--- src/hdl/frame_rotator_90_180_macros.svh ---
// ---------------------------------------------------------------------------
// Assertion macros for the frame rotator
// Concurrent assertion wrappers; they compile to nothing under SYNTHESIS.
// ---------------------------------------------------------------------------
`ifndef FRAME_ROTATOR_90_180_MACROS_SVH
`define FRAME_ROTATOR_90_180_MACROS_SVH

`ifndef SYNTHESIS

// Property must hold at every rising clock edge outside reset.
`define FR90_ASSERT(label, clk, rst, prop, msg) \
  label: assert property (@(posedge clk) disable iff (rst) (prop)) else $error(msg);

// Condition must never be true outside reset.
`define FR90_ASSERT_NEVER(label, clk, rst, cond, msg) \
  label: assert property (@(posedge clk) disable iff (rst) !(cond)) else $error(msg);

`else

`define FR90_ASSERT(label, clk, rst, prop, msg)
`define FR90_ASSERT_NEVER(label, clk, rst, cond, msg)

`endif

`endif

--- src/hdl/fr90_pkg.sv ---
// ---------------------------------------------------------------------------
// fr90_pkg
// Shared constants, types and helpers of the frame rotator.
// ---------------------------------------------------------------------------
`default_nettype none

package fr90_pkg;

  localparam int MAX_DIM     = 256;
  localparam int FRAME_DEPTH = 65536;   // MAX_DIM * MAX_DIM

  localparam int PIX_W     = 24;
  localparam int CFG_DIM_W = 9;
  localparam int ROT_W     = 2;
  localparam int DIM_W     = $clog2(MAX_DIM) + 1;
  localparam int CNT_W     = $clog2(MAX_DIM);
  localparam int ADDR_W    = $clog2(FRAME_DEPTH);
  localparam int SIZE_W    = $clog2(FRAME_DEPTH) + 1;

  localparam int FIFO_DEPTH = 4;
  localparam int FPTR_W     = $clog2(FIFO_DEPTH);
  localparam int FCNT_W     = $clog2(FIFO_DEPTH) + 1;

  // register map, index = paddr[3:2]
  localparam logic [1:0] REG_WIDTH    = 2'd0;
  localparam logic [1:0] REG_HEIGHT   = 2'd1;
  localparam logic [1:0] REG_ROTATION = 2'd2;

  localparam logic [ROT_W-1:0] ROT_QUARTER = 2'd0;
  localparam logic [ROT_W-1:0] ROT_HALF    = 2'd1;

  localparam logic MODE_LOAD  = 1'b0;
  localparam logic MODE_FETCH = 1'b1;

  typedef struct packed {
    logic [CFG_DIM_W-1:0] width;
    logic [CFG_DIM_W-1:0] height;
    logic [ROT_W-1:0]     rotation;
  } fr90_cfg_t;

  // one classified operation between front and back
  typedef struct packed {
    logic              fetch;
    logic [ADDR_W-1:0] addr;
    logic [PIX_W-1:0]  pixel;
    logic              row_end;
    logic              frame_end;
  } fr90_op_t;

  typedef struct packed {
    logic full;
    logic empty;
  } fr90_qstat_t;

  typedef struct packed {
    logic [PIX_W-1:0] pixel;
    logic             row_end;
    logic             frame_end;
  } fr90_pix_t;

  function automatic logic [DIM_W-1:0] clamp_dim(input logic [CFG_DIM_W-1:0] v);
    if (v == '0) return DIM_W'(1);
    if (int'(v) > MAX_DIM) return DIM_W'(MAX_DIM);
    return DIM_W'(v);
  endfunction

endpackage

`default_nettype wire

--- src/hdl/fr90_fifo.sv ---
// ---------------------------------------------------------------------------
// fr90_fifo
// Short operation queue between the front and the back.
// ---------------------------------------------------------------------------
`default_nettype none
`include "frame_rotator_90_180_macros.svh"

module fr90_fifo
  import fr90_pkg::*;
(
  input  wire logic        clk,
  input  wire logic        rst,
  input  wire logic        push,
  input  wire fr90_op_t    push_op,
  input  wire logic        pop,
  output fr90_op_t         head,
  output fr90_qstat_t      stat
);

  fr90_op_t            slots [FIFO_DEPTH];
  logic [FPTR_W-1:0]   wr_ptr;
  logic [FPTR_W-1:0]   rd_ptr;
  logic [FCNT_W-1:0]   count;
  logic                do_push;
  logic                do_pop;

  assign stat.full  = (count == FCNT_W'(FIFO_DEPTH));
  assign stat.empty = (count == '0);
  assign do_push    = push && !stat.full;
  assign do_pop     = pop && !stat.empty;
  assign head       = slots[rd_ptr];

  always_ff @(posedge clk) begin
    if (do_push) begin
      slots[wr_ptr] <= push_op;
    end
  end

  always_ff @(posedge clk) begin
    if (rst) begin
      wr_ptr <= '0;
      rd_ptr <= '0;
      count  <= '0;
    end else begin
      if (do_push) wr_ptr <= wr_ptr + FPTR_W'(1);
      if (do_pop)  rd_ptr <= rd_ptr + FPTR_W'(1);
      case ({do_push, do_pop})
        2'b10:   count <= count + FCNT_W'(1);
        2'b01:   count <= count - FCNT_W'(1);
        default: count <= count;
      endcase
    end
  end

  `FR90_ASSERT_NEVER(a_no_push_full, clk, rst, push && stat.full, "push into full queue")
  `FR90_ASSERT(a_count_range, clk, rst, count <= FCNT_W'(FIFO_DEPTH), "queue count overflow")

endmodule

`default_nettype wire

--- config.mk ---
export PLATFORM = sky130hd
export DESIGN_NAME = fr90_fifo
export DESIGN_NICKNAME = d
export VERILOG_FILES = /design/src/hdl/fr90_pkg.sv /design/src/hdl/fr90_fifo.sv
export VERILOG_INCLUDE_DIRS = /design/src /design/src/hdl
export SDC_FILE = /design/constraint.sdc
export NUM_CORES = 1
export LEC_CHECK = 0
export BUFFER_PORTS_ARGS = -buffer_cell sky130_fd_sc_hd__buf_2
export CAP_MARGIN = 10
export CELL_PAD_IN_SITES_DETAIL_PLACEMENT = 1
export CELL_PAD_IN_SITES_GLOBAL_PLACEMENT = 1
export CORE_MARGIN = 2
export CORE_UTILIZATION = 54
export DETAILED_ROUTE_END_ITERATION = 6
export GPL_TIMING_DRIVEN = 0
export PLACE_DENSITY = 0.92
export SLEW_MARGIN = 40
export SYNTH_ARGS = -nofsm -noshare
export SYNTH_HDL_FRONTEND = slang
export SYNTH_SLANG_ARGS = --single-unit
--- constraint.sdc ---
create_clock -name clk -period 6.4 [get_ports clk]
set_clock_uncertainty 0.05 [all_clocks]
set_input_delay 0.96 -clock clk [delete_from_list [all_inputs] [get_ports clk]]
set_output_delay 0.96 -clock clk [all_outputs]
set_load 0.05 [all_outputs]
; After elaboration in Yosys (flattened, before gate mapping)
; Memories as Yosys holds them, arrays and structs flattened. A register that Yosys moved wholly into a read port is not among the register bits.
; Index checks and enable logic that the tools add are counted.
[classes]
n_eq_ne = 3
mux = 5
reduce_logical = 6
n_addsub = 4
[ops]
columns = op, n
row1 = case mux 3 bit (2 select lines), 1
row2 = adder 2 x 1 -> 2 bit (second input constant), 2
row3 = 2-to-1 mux 2 bit, 2
row4 = adder 3 x 1 -> 3 bit (second input constant), 1
row5 = == test 3 bit (second input constant), 1
row6 = zero test 3 bit, 1
row7 = subtractor 3 x 1 -> 3 bit (second input constant), 1
row8 = == test 2 x 1 -> 1 bit (second input constant), 1
row9 = == test 2 bit (second input constant), 1
row10 = logical AND 1 bit, 2
row11 = zero test 1 bit, 2
row12 = 2-to-1 mux 1 bit, 2
row13 = nonzero test 2 bit, 1
[word_totals]
regBits = 7
ramBits = 172
output_inout_bits = 45
n_memories = 1
wordCells = 22
[memory_table]
columns = memory, words, width, rd, rd_ports_with_merged_regs, wr, line
row1 = slots, 4, 43, 1, 1, 1, fr90_fifo.sv:20  ; fr90_op_t slots [FIFO_DEPTH];

; Depth between registers and ports, before layout
[logic_depth]
depth_word = 5
mapped_depth = 9
depth_no_buf = 9

; Worst setup path after synthesis
; OpenSTA, ideal clock, no wires.
[synth_timing]
path_kind = input port to flip-flop
from = input push
to = memory slots[0][0] in the netlist's numbering, enable pin
arrival_time_ps = 2261
setup_slack_ps = 3684
cell_stages = 3
required_time_ps = 5945
cell_sequence = inv_1 -> nor2_2 -> and2_1
[synth_via]
elab_chain_len = 3
[synth_lines]
columns = element, line
row1 = start: declaration, fr90_fifo.sv:13  ; input wire logic push,
row2 = logical AND 1 bit, fr90_fifo.sv:29  ; assign do_push = push && !stat.full;
row3 = 2-to-1 mux 1 bit, fr90_fifo.sv:34  ; if (do_push) begin
row4 = 2-to-1 mux 1 bit (implied by the code), fr90_fifo.sv:35  ; slots[wr_ptr] <= push_op;
row5 = end: declaration, fr90_fifo.sv:20
; Every way passes these cells.

==> results.txt <==
----------------------------------------------------
[Synthesis]
  Post-synthesis cell count ... 279
  Post-synth top area share ... 76.54%
  Post-Synthesis Cell Area ... 6748 sq um
  Sequential cell area fraction in the yosys report ... 79.21%
  Yosys warning count ... 0
  Flip-flop and latch count after synthesis ... 181
  Unique cell type count in the Yosys netlist ... 25
  Largest area contributor in the synthesized netlist ... sky130_fd_sc_hd__edfxtp_1
  Post-synth net total ... 332
  Post-synthesis average cell area ... 24.19 sq um
  Synth top area cells ... sky130_fd_sc_hd__edfxtp_1 77%, sky130_fd_sc_hd__mux4_2 13%, sky130_fd_sc_hd__dfxtp_1 2.7%, sky130_fd_sc_hd__buf_12 1.2%, sky130_fd_sc_hd__mux4_1 1.2%

[Clocking]
  Total of hold buffers inserted after clock tree synthesis ... 0
  Clock input transition at the sequential cells of the worst setup and hold paths ... 0.06 ns
  Clock Tree Root ... sky130_fd_sc_hd__clkbuf_16
  Post-CTS repair timing setup buffer count ... 0
  Clock buffer depth ... 2
  TritonCTS clock tree ... done
  H-tree level count ... 4
  Worst-Skew Late Latency ... 0.43 ns
  Clock sinks ... 181
  Number of buffers created by CTS ... 17
  Total of cells resized after clock tree synthesis ... 0

[Route]
  Drt drc ... 0
  DRT met1 WL ... 5237 um
  Wire length per cell after detailed routing ... 22.19 um
  DR pass1 iterations ... 4
  Post-Route WL ... 12740 um
  DRC marker count from the first detailed-route iteration ... 179
  Via density ... 5.491
  Routed length on met3 ... 714 um
  Routed vias ... 3152
  Highest signal layer in the routed design ... met4
  Antenna-violating nets left ... 0
  DR WL met2 ... 6567 um

[Timing]
  Final Cycle Share ... 46.60%
  Setup TNS Final ... 0 ns
  Final hold vios ... 0
  Unrepaired setup endpoints after global routing ... no
  Post-layout minimum cycle time ... 2.982 ns
  Final setup violation count ... 0
  Slew of the pin with the lowest slew margin ... 0.4023 ns
  Achievable clock frequency ... 0.3353 GHz
  Max-slew headroom at the worst pin ... 73.18%
  Pins Over Slew Limit ... 0

[Die]
  DIE AREA ... 13410 sq um
  CORE AREA ... 12110 sq um
  Number of cell rows ... 40
  Die boundary width ... 115.8 um
  Starting utilization of the core area ... 55.71%
  Num ports ... 92
  Die Ht ... 115.8 um

[Final layout]
  Core occupancy in the finished layout ... 66.66%
  Ratio of cells with drive above 1 in the final layout ... 43.70%
  Net count reported at finish ... 445
  FILL cells ... 1020
  Growth of design area from synthesis to finish ... 19.66%
  Area of all placed cells without fillers ... 8074 sq um
  Post-layout instance count excluding filler cells ... 574

[Min path]
  Worst hold path cell count ... 2
  Path category of the worst min-delay check ... flip-flop to flip-flop

[Setup path]
  Category of the worst setup path capture point ... primary output
  CP startpoint kind ... flip-flop
  Critical Path RT ... 5.39 ns
  Setup Crit Path Kind ... flip-flop to primary output
  Crit-path max FO ... 10
  Depth of the worst register-to-register path ... 9
  Signal arrival time at the worst endpoint ... 1.97 ns

[Pwr]
  Pwr Density ... 449.7 nW/um^2
  Total power ... 3.631 mW
  Worst VDD drop ... 0.2599 mV
  Leak pwr ... 2.759 nW

[Place]
  Final weighted congestion in routability-driven placement ... 0.7423
  Number of buffers inserted by port buffering ... 90
  Number of placed cells counting well taps ... 541
  Area after detailed placement ... 7498 sq um
  Post-DP HPWL ... 8374 um

[Global route]
  Total Routing Usage GR ... 20.73%
  Wire length of the first global-routing pass ... 19710 um
  Antenna violations before repair ... 1
  Largest net degree at the start of global routing ... 30
  Number of global-route vias before repair ... 3546
  Aggregate global routing overflow ... 0

[Run]
  Max Cap Viol ... 0

[Run status]
  Outcome ... complete, no violations

----------------------------------------------------
-- sequential cells by signal, indices dropped and copies added, names as in the netlist, named ones only --
signal and flops:
slots 172, count 3, wr_ptr 2, rd_ptr 2
-- Yosys cell counts, drive strengths merged --
cell type	number
and2	4
a21oi	4
mux4	43
o31ai	1
fa	1
or3	3
dfxtp	9
nand2b	2
ha	5
clkbuf	1
nor2	6
xor2	3
o21ai	3
nor3	1
buf	10
inv	8
mux2i	1
edfxtp	172
nand2	1
nor3b	1
-- stage by stage --
stage	hold slack [ns]	setup WS (ns)
2_1_floorplan	0.4091	3.684
3_3_place_gp	0.4284	2.762
3_5_place_dp	0.4484	3.688
4_1_cts	0.4610	3.368
5_1_grt	0.5106	3.262
6_report	0.4577	3.418
-- final cells by class --
cell class / count / area [sq um] / share of cell area [%]
multi-input combinational: 79 / 1264 / 15.65
buffer: 11 / 118.9 / 1.472
tap: 168 / 210.2 / 2.603
clock inverter: 12 / 136.4 / 1.689
inverter: 8 / 30.03 / 0.3719
antenna: 1 / 2.502 / 0.03099
timing repair buffer: 94 / 530.5 / 6.571
clock buffer: 20 / 436.7 / 5.408
sequential: 181 / 5345 / 66.20
-- report_power, final --
group          leakage (nW)  total (mW)  internal (mW)  switching (mW)
logic                 0.831        1.16          0.392           0.772
registers              1.65        1.45           1.42          0.0384
clock network         0.276        1.01          0.606           0.406
total                  2.76        3.63           2.41            1.22
-- layout by cell type, fill, tap and decap left out, types with 3 or more instances in the layout --
cell type | Yosys | layout
sky130_fd_sc_hd__buf_12 | 4 | 8
sky130_fd_sc_hd__bufinv_16 | 0 | 3
sky130_fd_sc_hd__edfxtp_1 | 172 | 172
sky130_fd_sc_hd__nor2_1 | 5 | 5
sky130_fd_sc_hd__mux4_1 | 3 | 3
sky130_fd_sc_hd__dfxtp_1 | 9 | 9
sky130_fd_sc_hd__or3_1 | 3 | 3
sky130_fd_sc_hd__buf_2 | 4 | 94
sky130_fd_sc_hd__a21oi_1 | 4 | 4
sky130_fd_sc_hd__clkinv_2 | 0 | 4
sky130_fd_sc_hd__mux4_2 | 40 | 40
sky130_fd_sc_hd__and2_4 | 0 | 4
sky130_fd_sc_hd__o21ai_0 | 3 | 3
sky130_fd_sc_hd__clkbuf_16 | 0 | 17
sky130_fd_sc_hd__clkbuf_1 | 1 | 4
sky130_fd_sc_hd__clkinv_1 | 0 | 3
sky130_fd_sc_hd__xor2_1 | 3 | 3
sky130_fd_sc_hd__ha_1 | 5 | 5
sky130_fd_sc_hd__inv_1 | 8 | 8
-- worst max-delay path, cell delays in order, from the launching register on --
cell	delay, ns
sky130_fd_sc_hd__dfxtp_1	0.30
sky130_fd_sc_hd__clkbuf_1	0.29
sky130_fd_sc_hd__buf_2	0.36
sky130_fd_sc_hd__mux4_2	0.37
sky130_fd_sc_hd__buf_2	0.23
-- routing by layer --
metal	vias up	track usage, %
li1	1393	-
met1	1646	26.39
met2	92	34.07
met3	21	6.695
met4	0	7.302
met5	-	0
-- worst paths after layout --
kind	to	slack, ns	from
max	head[25]	3.42	flip-flop
min	rd_ptr[1]	0.46	rd_ptr[1]
max reg2reg	count[2]	4.05	count[2]
min reg2reg	rd_ptr[1]	0.46	rd_ptr[1]
-- kinds of logic after synthesis --
| family | after synthesis | share of synthesized area (%) |
|---|---|---|
| AO/OA/AOI/OAI | 8 | 0.7045 |
| XOR/XNOR | 3 | 0.3895 |
| adder cells (fa/ha/maj) | 6 | 1.224 |
| buffers and inverters | 19 | 2.207 |
| flip-flops | 181 | 79.21 |
| multiplexers | 44 | 14.67 |
| AND/OR/NAND/NOR | 18 | 1.595 |
(Power assumes the default switching activity.)
