$ cat config.mk
export PLATFORM = sky130hd
export DESIGN_NAME = fr90_front
export DESIGN_NICKNAME = d
export VERILOG_FILES = /design/src/hdl/frame_rotator_90_180_macros.svh /design/src/hdl/fr90_pkg.sv /design/src/hdl/fr90_front.sv
export SDC_FILE = /design/constraint.sdc
export NUM_CORES = 1
export LEC_CHECK = 0
export ABC_CLOCK_PERIOD_IN_PS = 22200
export BUFFER_PORTS_ARGS = -buffer_cell sky130_fd_sc_hd__clkbuf_2
export CAP_MARGIN = 20
export CORE_MARGIN = 2
export CORE_UTILIZATION = 38
export CTS_CLUSTER_DIAMETER = 30
export DETAILED_ROUTE_END_ITERATION = 10
export PLACE_DENSITY = 0.55
export SETUP_SLACK_MARGIN = 0.05
export SLEW_MARGIN = 20
export SYNTH_ARGS = -nofsm -noshare
export SYNTH_HDL_FRONTEND = slang
export SYNTH_SLANG_ARGS = --single-unit
$ cat constraint.sdc
create_clock -name clk -period 22.2 [get_ports clk]
set_input_delay 2.22 -clock clk [delete_from_list [all_inputs] [get_ports clk]]
set_output_delay 2.22 -clock clk [all_outputs]
set_load 0.03 [all_outputs]
$ cat src/hdl/frame_rotator_90_180_macros.svh
// ---------------------------------------------------------------------------
// Assertion macros for the frame rotator
// Concurrent assertion wrappers; they compile to nothing under SYNTHESIS.
// ---------------------------------------------------------------------------
`ifndef FRAME_ROTATOR_90_180_MACROS_SVH
`define FRAME_ROTATOR_90_180_MACROS_SVH

`ifndef SYNTHESIS

// Property must hold at every rising clock edge outside reset.
`define FR90_ASSERT(label, clk, rst, prop, msg) \
  label: assert property (@(posedge clk) disable iff (rst) (prop)) else $error(msg);

// Condition must never be true outside reset.
`define FR90_ASSERT_NEVER(label, clk, rst, cond, msg) \
  label: assert property (@(posedge clk) disable iff (rst) !(cond)) else $error(msg);

`else

`define FR90_ASSERT(label, clk, rst, prop, msg)
`define FR90_ASSERT_NEVER(label, clk, rst, cond, msg)

`endif

`endif

$ cat src/hdl/fr90_pkg.sv
// ---------------------------------------------------------------------------
// fr90_pkg
// Shared constants, types and helpers of the frame rotator.
// ---------------------------------------------------------------------------
`default_nettype none

package fr90_pkg;

  localparam int MAX_DIM     = 256;
  localparam int FRAME_DEPTH = 65536;   // MAX_DIM * MAX_DIM

  localparam int PIX_W     = 24;
  localparam int CFG_DIM_W = 9;
  localparam int ROT_W     = 2;
  localparam int DIM_W     = $clog2(MAX_DIM) + 1;
  localparam int CNT_W     = $clog2(MAX_DIM);
  localparam int ADDR_W    = $clog2(FRAME_DEPTH);
  localparam int SIZE_W    = $clog2(FRAME_DEPTH) + 1;

  localparam int FIFO_DEPTH = 4;
  localparam int FPTR_W     = $clog2(FIFO_DEPTH);
  localparam int FCNT_W     = $clog2(FIFO_DEPTH) + 1;

  // register map, index = paddr[3:2]
  localparam logic [1:0] REG_WIDTH    = 2'd0;
  localparam logic [1:0] REG_HEIGHT   = 2'd1;
  localparam logic [1:0] REG_ROTATION = 2'd2;

  localparam logic [ROT_W-1:0] ROT_QUARTER = 2'd0;
  localparam logic [ROT_W-1:0] ROT_HALF    = 2'd1;

  localparam logic MODE_LOAD  = 1'b0;
  localparam logic MODE_FETCH = 1'b1;

  typedef struct packed {
    logic [CFG_DIM_W-1:0] width;
    logic [CFG_DIM_W-1:0] height;
    logic [ROT_W-1:0]     rotation;
  } fr90_cfg_t;

  // one classified operation between front and back
  typedef struct packed {
    logic              fetch;
    logic [ADDR_W-1:0] addr;
    logic [PIX_W-1:0]  pixel;
    logic              row_end;
    logic              frame_end;
  } fr90_op_t;

  typedef struct packed {
    logic full;
    logic empty;
  } fr90_qstat_t;

  typedef struct packed {
    logic [PIX_W-1:0] pixel;
    logic             row_end;
    logic             frame_end;
  } fr90_pix_t;

  function automatic logic [DIM_W-1:0] clamp_dim(input logic [CFG_DIM_W-1:0] v);
    if (v == '0) return DIM_W'(1);
    if (int'(v) > MAX_DIM) return DIM_W'(MAX_DIM);
    return DIM_W'(v);
  endfunction

endpackage

`default_nettype wire

$ cat src/hdl/fr90_front.sv
// ---------------------------------------------------------------------------
// fr90_front
// Accepts items, tracks load and readout positions, computes store addresses.
// ---------------------------------------------------------------------------
`default_nettype none

module fr90_front
  import fr90_pkg::*;
(
  input  wire logic             clk,
  input  wire logic             rst,
  input  wire fr90_cfg_t        cfg,
  input  wire logic             in_valid,
  output logic                  in_ready,
  input  wire logic             in_mode,
  input  wire logic [PIX_W-1:0] in_pixel,
  input  wire fr90_qstat_t      q_stat,
  output logic                  push,
  output fr90_op_t              push_op
);

  logic [ADDR_W-1:0] load_index;
  logic [ADDR_W-1:0] load_index_next;
  logic [CNT_W-1:0]  out_row;
  logic [CNT_W-1:0]  out_row_next;
  logic [CNT_W-1:0]  out_col;
  logic [CNT_W-1:0]  out_col_next;

  logic [DIM_W-1:0]  wc;
  logic [DIM_W-1:0]  hc;
  logic [SIZE_W-1:0] size;
  logic              rot0;
  logic              half;
  logic [DIM_W-1:0]  nrows;
  logic [DIM_W-1:0]  rowlen;
  logic [CNT_W-1:0]  r;
  logic [CNT_W-1:0]  c;
  logic [SIZE_W-1:0] mul;
  logic [SIZE_W-1:0] src;
  logic [SIZE_W-1:0] li;
  logic [SIZE_W-1:0] li_inc;
  logic              last_col;
  logic              last_row;
  logic              accept;

  assign in_ready = !q_stat.full;
  assign accept   = in_valid && in_ready;
  assign push     = accept;

  always_comb begin
    wc     = clamp_dim(cfg.width);
    hc     = clamp_dim(cfg.height);
    size   = SIZE_W'(wc) * SIZE_W'(hc);
    rot0   = (cfg.rotation == ROT_QUARTER);
    half   = (cfg.rotation == ROT_HALF);
    nrows  = rot0 ? wc : hc;
    rowlen = rot0 ? hc : wc;

    // restart counters left beyond the frame by a size change
    r = (DIM_W'(out_row) >= nrows) ? '0 : out_row;
    c = (DIM_W'(out_col) >= rowlen) ? '0 : out_col;

    mul = SIZE_W'(rot0 ? c : r) * SIZE_W'(wc);
    if (rot0) begin
      src = mul + SIZE_W'(wc) - SIZE_W'(1) - SIZE_W'(r);
    end else if (half) begin
      src = size - SIZE_W'(1) - (mul + SIZE_W'(c));
    end else begin
      src = mul + SIZE_W'(c);
    end

    last_col = ((DIM_W'(c) + DIM_W'(1)) == rowlen);
    last_row = ((DIM_W'(r) + DIM_W'(1)) == nrows);

    li     = (SIZE_W'(load_index) >= size) ? '0 : SIZE_W'(load_index);
    li_inc = li + SIZE_W'(1);

    load_index_next = load_index;
    out_row_next    = out_row;
    out_col_next    = out_col;
    if (accept && in_mode == MODE_LOAD) begin
      load_index_next = (li_inc >= size) ? '0 : li_inc[ADDR_W-1:0];
    end
    if (accept && in_mode == MODE_FETCH) begin
      if (last_col) begin
        out_col_next = '0;
        out_row_next = last_row ? '0 : r + CNT_W'(1);
      end else begin
        out_row_next = r;
        out_col_next = c + CNT_W'(1);
      end
    end

    push_op.fetch     = (in_mode == MODE_FETCH);
    push_op.addr      = (in_mode == MODE_FETCH) ? src[ADDR_W-1:0] : li[ADDR_W-1:0];
    push_op.pixel     = in_pixel;
    push_op.row_end   = last_col;
    push_op.frame_end = last_col && last_row;
  end

  always_ff @(posedge clk) begin
    if (rst) begin
      load_index <= '0;
      out_row    <= '0;
      out_col    <= '0;
    end else begin
      load_index <= load_index_next;
      out_row    <= out_row_next;
      out_col    <= out_col_next;
    end
  end

endmodule

`default_nettype wire

=== Word level (Yosys, flattened, before mapping) ===
Cells that the tools add are included.

* Register bits: 32
* Input bits: 50
* Output and inout port bits: 45

* $add $sub $neg: 11
* $mul: 2
* $lt $le $gt $ge: 6
* Eq/ne operators: 3
* Multiplexer cells: 27
* Bitwise operators: 1
* Reductions and logical operators: 8

{| class="wikitable"
|+ Operator list
! cell !! count
|-
| two-way mux 9 bit || 10
|-
| two-way mux 16 bit || 5
|-
| two-way mux 8 bit || 6
|-
| subtractor 16 x 1 -> 16 bit (second input constant) || 2
|-
| adder 8 x 1 -> 9 bit (second input constant) || 2
|-
| == test 9 bit || 2
|-
| >= comparator 8 x 9 -> 1 bit || 2
|-
| greater-than comparator 9 bit (second input constant) || 2
|-
| logical NOT 9 bit || 2
|-
| adder 16 x 1 -> 17 bit (second input constant) || 1
|-
| >= comparator 16 x 17 -> 1 bit || 1
|-
| >= comparator 17 bit || 1
|-
| multiplier 9 x 9 -> 17 bit || 1
|-
| adder 16 x 8 -> 16 bit || 1
|-
| adder 16 x 9 -> 16 bit || 1
|-
| adder 8 x 1 -> 8 bit (second input constant) || 2
|-
| multiplier 8 x 9 -> 16 bit || 1
|-
| subtractor 16 bit || 1
|-
| subtractor 16 x 8 -> 16 bit || 1
|-
| two-way mux 1 bit || 6
|-
| logical AND 1 bit || 4
|-
| == test 2 x 1 -> 1 bit (second input constant) || 1
|-
| logical NOT 2 bit || 1
|-
| logical NOT 1 bit || 1
|-
| inverter 1 bit || 1
|}

=== Longest topological paths before layout ===
* Word-level depth: 15
* Depth in mapped cells: 48
* Depth with buffers taken out: 44

=== Worst setup path before layout ===
OpenSTA, ideal clock, no wires.

* Path kind: input to output
* Start point: in cfg[1] (netlist name)
* End point: out push_op[41] (netlist name)
* Arrival time: 11.424 ns
* Data required time: 19.980 ns
* Setup slack: 8.556 ns
* Stages on the path: 40
* Path buffers: 4
* Cell sequence: buf_2 > nor2_4 > buf_2 > buf_2 > mux2i_1 > ha_1 > a21oi_1 > o21ai_0 > a221oi_1 > a21o_1 > clkbuf_1 > nand2_1 > nor2_1 > a21oi_1 > nand2b_1 > fa_1 > inv_1 > fa_1 > [... 4 more ...] > ha_1 > a21o_1 > a21oi_1 > xnor2_1 > ha_1 > nand2_1 > o21ai_0 > nand2_1 > xnor2_1 > ha_1 > a21oi_1 > o21ai_0 > a221o_1 > a31o_1 > xnor2_1 > mux2i_1 > or4_1 > a31oi_1

{| class="wikitable"
|+ RTL lines
! item !! line !! RTL
|-
| start, declared || fr90_front.sv:12 || <nowiki>input wire fr90_cfg_t cfg,</nowiki>
|-
| end, declared || fr90_front.sv:19 || <nowiki>output fr90_op_t push_op</nowiki>
|}

==> impl_metrics.json <==
{
  "status": "completed",
  "dieArea_mm2": 0.03199,
  "mappedNetlistArea_mm2": 0.01162,
  "ctsHoldBuffers": 0,
  "ys_seq_area_share_pct": 5.513,
  "met1_usage_pct": 30.29,
  "synth_cell_types": 85,
  "slowest_delay_ns": 0.68,
  "critPathRequiredTime_ns": 19.98,
  "synth_warnings": 0,
  "use_met2_pct": 36.35,
  "synthCells": 1540,
  "grt.overflow.total": 0,
  "cp.arrival_ns": 14.02,
  "dieWidth_um": 178.9,
  "synthToLayoutAreaGrowth_pct": 4.511,
  "crit_path_start_kind": "input port",
  "synth_area_per_cell_um2": 7.545,
  "power_per_cell_area_mw_per_mm2": 31.52,
  "post_cts_buffers": 0,
  "gr-usage-met3_pct": 2.799,
  "clkTransAtPathRegs_ns": 0.05,
  "synth_most_common_cell": "inv_1",
  "hold_class": "flip-flop to flip-flop",
  "vias_per_cell": 5.535,
  "ir_worst_vdd_mv": 0.04255,
  "async_reset_ff_share_pct": 0,
  "grt.total_usage_pct": 21.94,
  "dp_hpwl_um": 28310,
  "fin_total_pwr_mw": 0.3827,
  "ios": 95,
  "pre_cts_ws_ns": 6.037,
  "fin_tns_setup_ns": 0,
  "cap_viol_max_count": 0,
  "final.setup.worst_slack_ns": 5.957,
  "finalMaxSlewViolations": 0,
  "routedWlPerCell_um": 18.00,
  "start_util_pct": 38.29,
  "io_buffers": 45,
  "drt-initial-drc-count": 604,
  "vias": 10610,
  "design.core.area_mm2": 0.03035,
  "syn_nets": 1857,
  "crit_type": "input port to output port",
  "fin_nets": 1836,
  "crit_top_cell": "ha_1",
  "rows": 64,
  "synth.ff_latch_count": 32,
  "maxSlewHeadroom_pct": 24.13,
  "top_usage_layer": "met2",
  "final_antenna_net_count": 0,
  "yosys.area.top_type_share_pct": 17.87,
  "cp_max_fo": 15,
  "gp_congestion": 0.8622,
  "synthTopCellsByArea": "ha_1, fa_1, inv_1",
  "synth_common_cells": "inv_1, ha_1, nand2_1",
  "drive_gt1_share_pct": 6.184,
  "grt_max_degree": 49,
  "wirelength_um": 34490,
  "cp-end-kind": "output port",
  "fin_crit_sh_pct": 73.17,
  "rsz0062_at_grt": "no",
  "htree_levels": 2,
  "cts_root_buf": "clkbuf_16",
  "grt_pass1_wl_um": 55050,
  "grt_pass1_vias": 10290,
  "clockBufferDepth": 2,
  "finalSetupViolations": 0,
  "finalHoldViolations": 0,
  "synth_edf_count": 0,
  "fin_skew_ns": 0.004468,
  "cts_tree": "done",
  "fp.dieH_um": 178.9,
  "slowest_stage": "or2_0",
  "cts_resized": 0,
  "cts.sinks": 32,
  "antenna_cells": 0,
  "period_needed_ns": 16.24,
  "dr.pass1.iters": 5,
  "synthFlopType": "dfxtp_1",
  "p_leak_nw": 5.925,
  "post-route-drc-count": 0,
  "worst_pin_slew_ns": 1.138,
  "clock_latency_ns": 0.30,
  "yosysTopAreaCell": "ha_1",
  "grt_antenna_before_repair": 0,
  "fmax_mhz": 61.57,
  "cts_inserted_buffers": 5
}
-- cells by family after synthesis --
logic type               share of synthesized area, %
XOR/XNOR                                        7.516
multiplexers                                    1.841
AO/OA/AOI/OAI                                   17.89
adder cells (fa/ha/maj)                         35.28
buffers and inverters                           10.69
flip-flops                                      5.513
AND/OR/NAND/NOR                                 21.28
-- layer usage --
layer  vias to the layer above  wire length (um)
met2                       245             15850
met3                        35              1659
li1                       5158                 -
met4                         0               555
met5                         -                 0
met1                      5168             16420
-- cell usage in the layout, fill, tap and decap left out, types with 6 or more instances in the layout --
master / instances
inv_1: 213
ha_1: 166
nand2_1: 156
nor2_1: 136
fa_1: 101
a21oi_1: 85
xnor2_1: 64
clkbuf_2: 45
nand3_1: 37
o21ai_0: 35
and2_1: 32
dfxtp_1: 32
nor3_1: 31
xor2_1: 28
a21o_1: 24
nand2b_1: 24
o21ai_1: 20
nor2b_1: 19
and3_1: 18
nand4_1: 17
a31oi_1: 16
a211oi_1: 15
mux2i_1: 11
o21a_1: 10
o211ai_1: 8
o21bai_1: 8
buf_4: 8
o2bb2ai_1: 7
o31ai_1: 7
o2111ai_1: 7
inv_2: 6
nor4_1: 6
a311oi_1: 6
-- where the power goes --
| part | total [mW] | switching (mW) | internal [mW] | leakage, nW |
|---|---|---|---|---|
| logic | 0.252 | 0.155 | 0.0977 | 5.60 |
| clock network | 0.0720 | 0.0272 | 0.0447 | 0.0712 |
| registers | 0.0585 | 0.000696 | 0.0578 | 0.258 |
| total | 0.383 | 0.182 | 0.200 | 5.93 |
-- stage by stage --
step / hold WS, ns / cell area [um^2] / utilization [%] / cells
6_report: 0.5066 / 12140 / 40.01 / 1916
5_1_grt: 0.5334 / 12140 / 40.01 / 1916
4_1_cts: 0.5077 / 12140 / 40.01 / 1916
3_5_place_dp: 0.4993 / 12000 / 39.53 / 1908
3_3_place_gp: 0.4968 / 12000 / 39.53 / 1908
2_1_floorplan: 0.4658 / 11620 / - / 1540
-- critical path: cells and delay by family --
family	cells	cell delay [ns]
and+or+nand+nor	8	2.49
AOI/OAI and AO/OA	11	3.34
buffers and inverters	7	1.69
muxes	2	0.54
adders and majority gates	8	3.06
xor gates and xnor gates	3	0.63
-- cell type report --
type / instances / area (um^2)
flip-flops and latches: 32 / 640.6
clock buffers: 8 / 146.4
fillers: 3120 / 18210
well taps: 396 / 495.5
repair buffers: 53 / 285.3
multi-input cells: 1206 / 9747
inverters: 221 / 829.5
-- registers in the layout (all words and copies together), names as in the netlist --
name and flops:
load_index 16, out_col 8, out_row 8
-- worst paths after layout --
check                                   start        endpoint  slack, ns  cells past startpoint
worst max-delay path                  cfg[19]     push_op[41]       5.96                     39
worst min-delay path               out_col[0]      out_col[0]       0.51                      2
worst max register to register  load_index[1]  load_index[12]      16.19                     25
worst min register to register     out_col[0]      out_col[0]       0.51                      2
(Power assumes the default switching activity.)
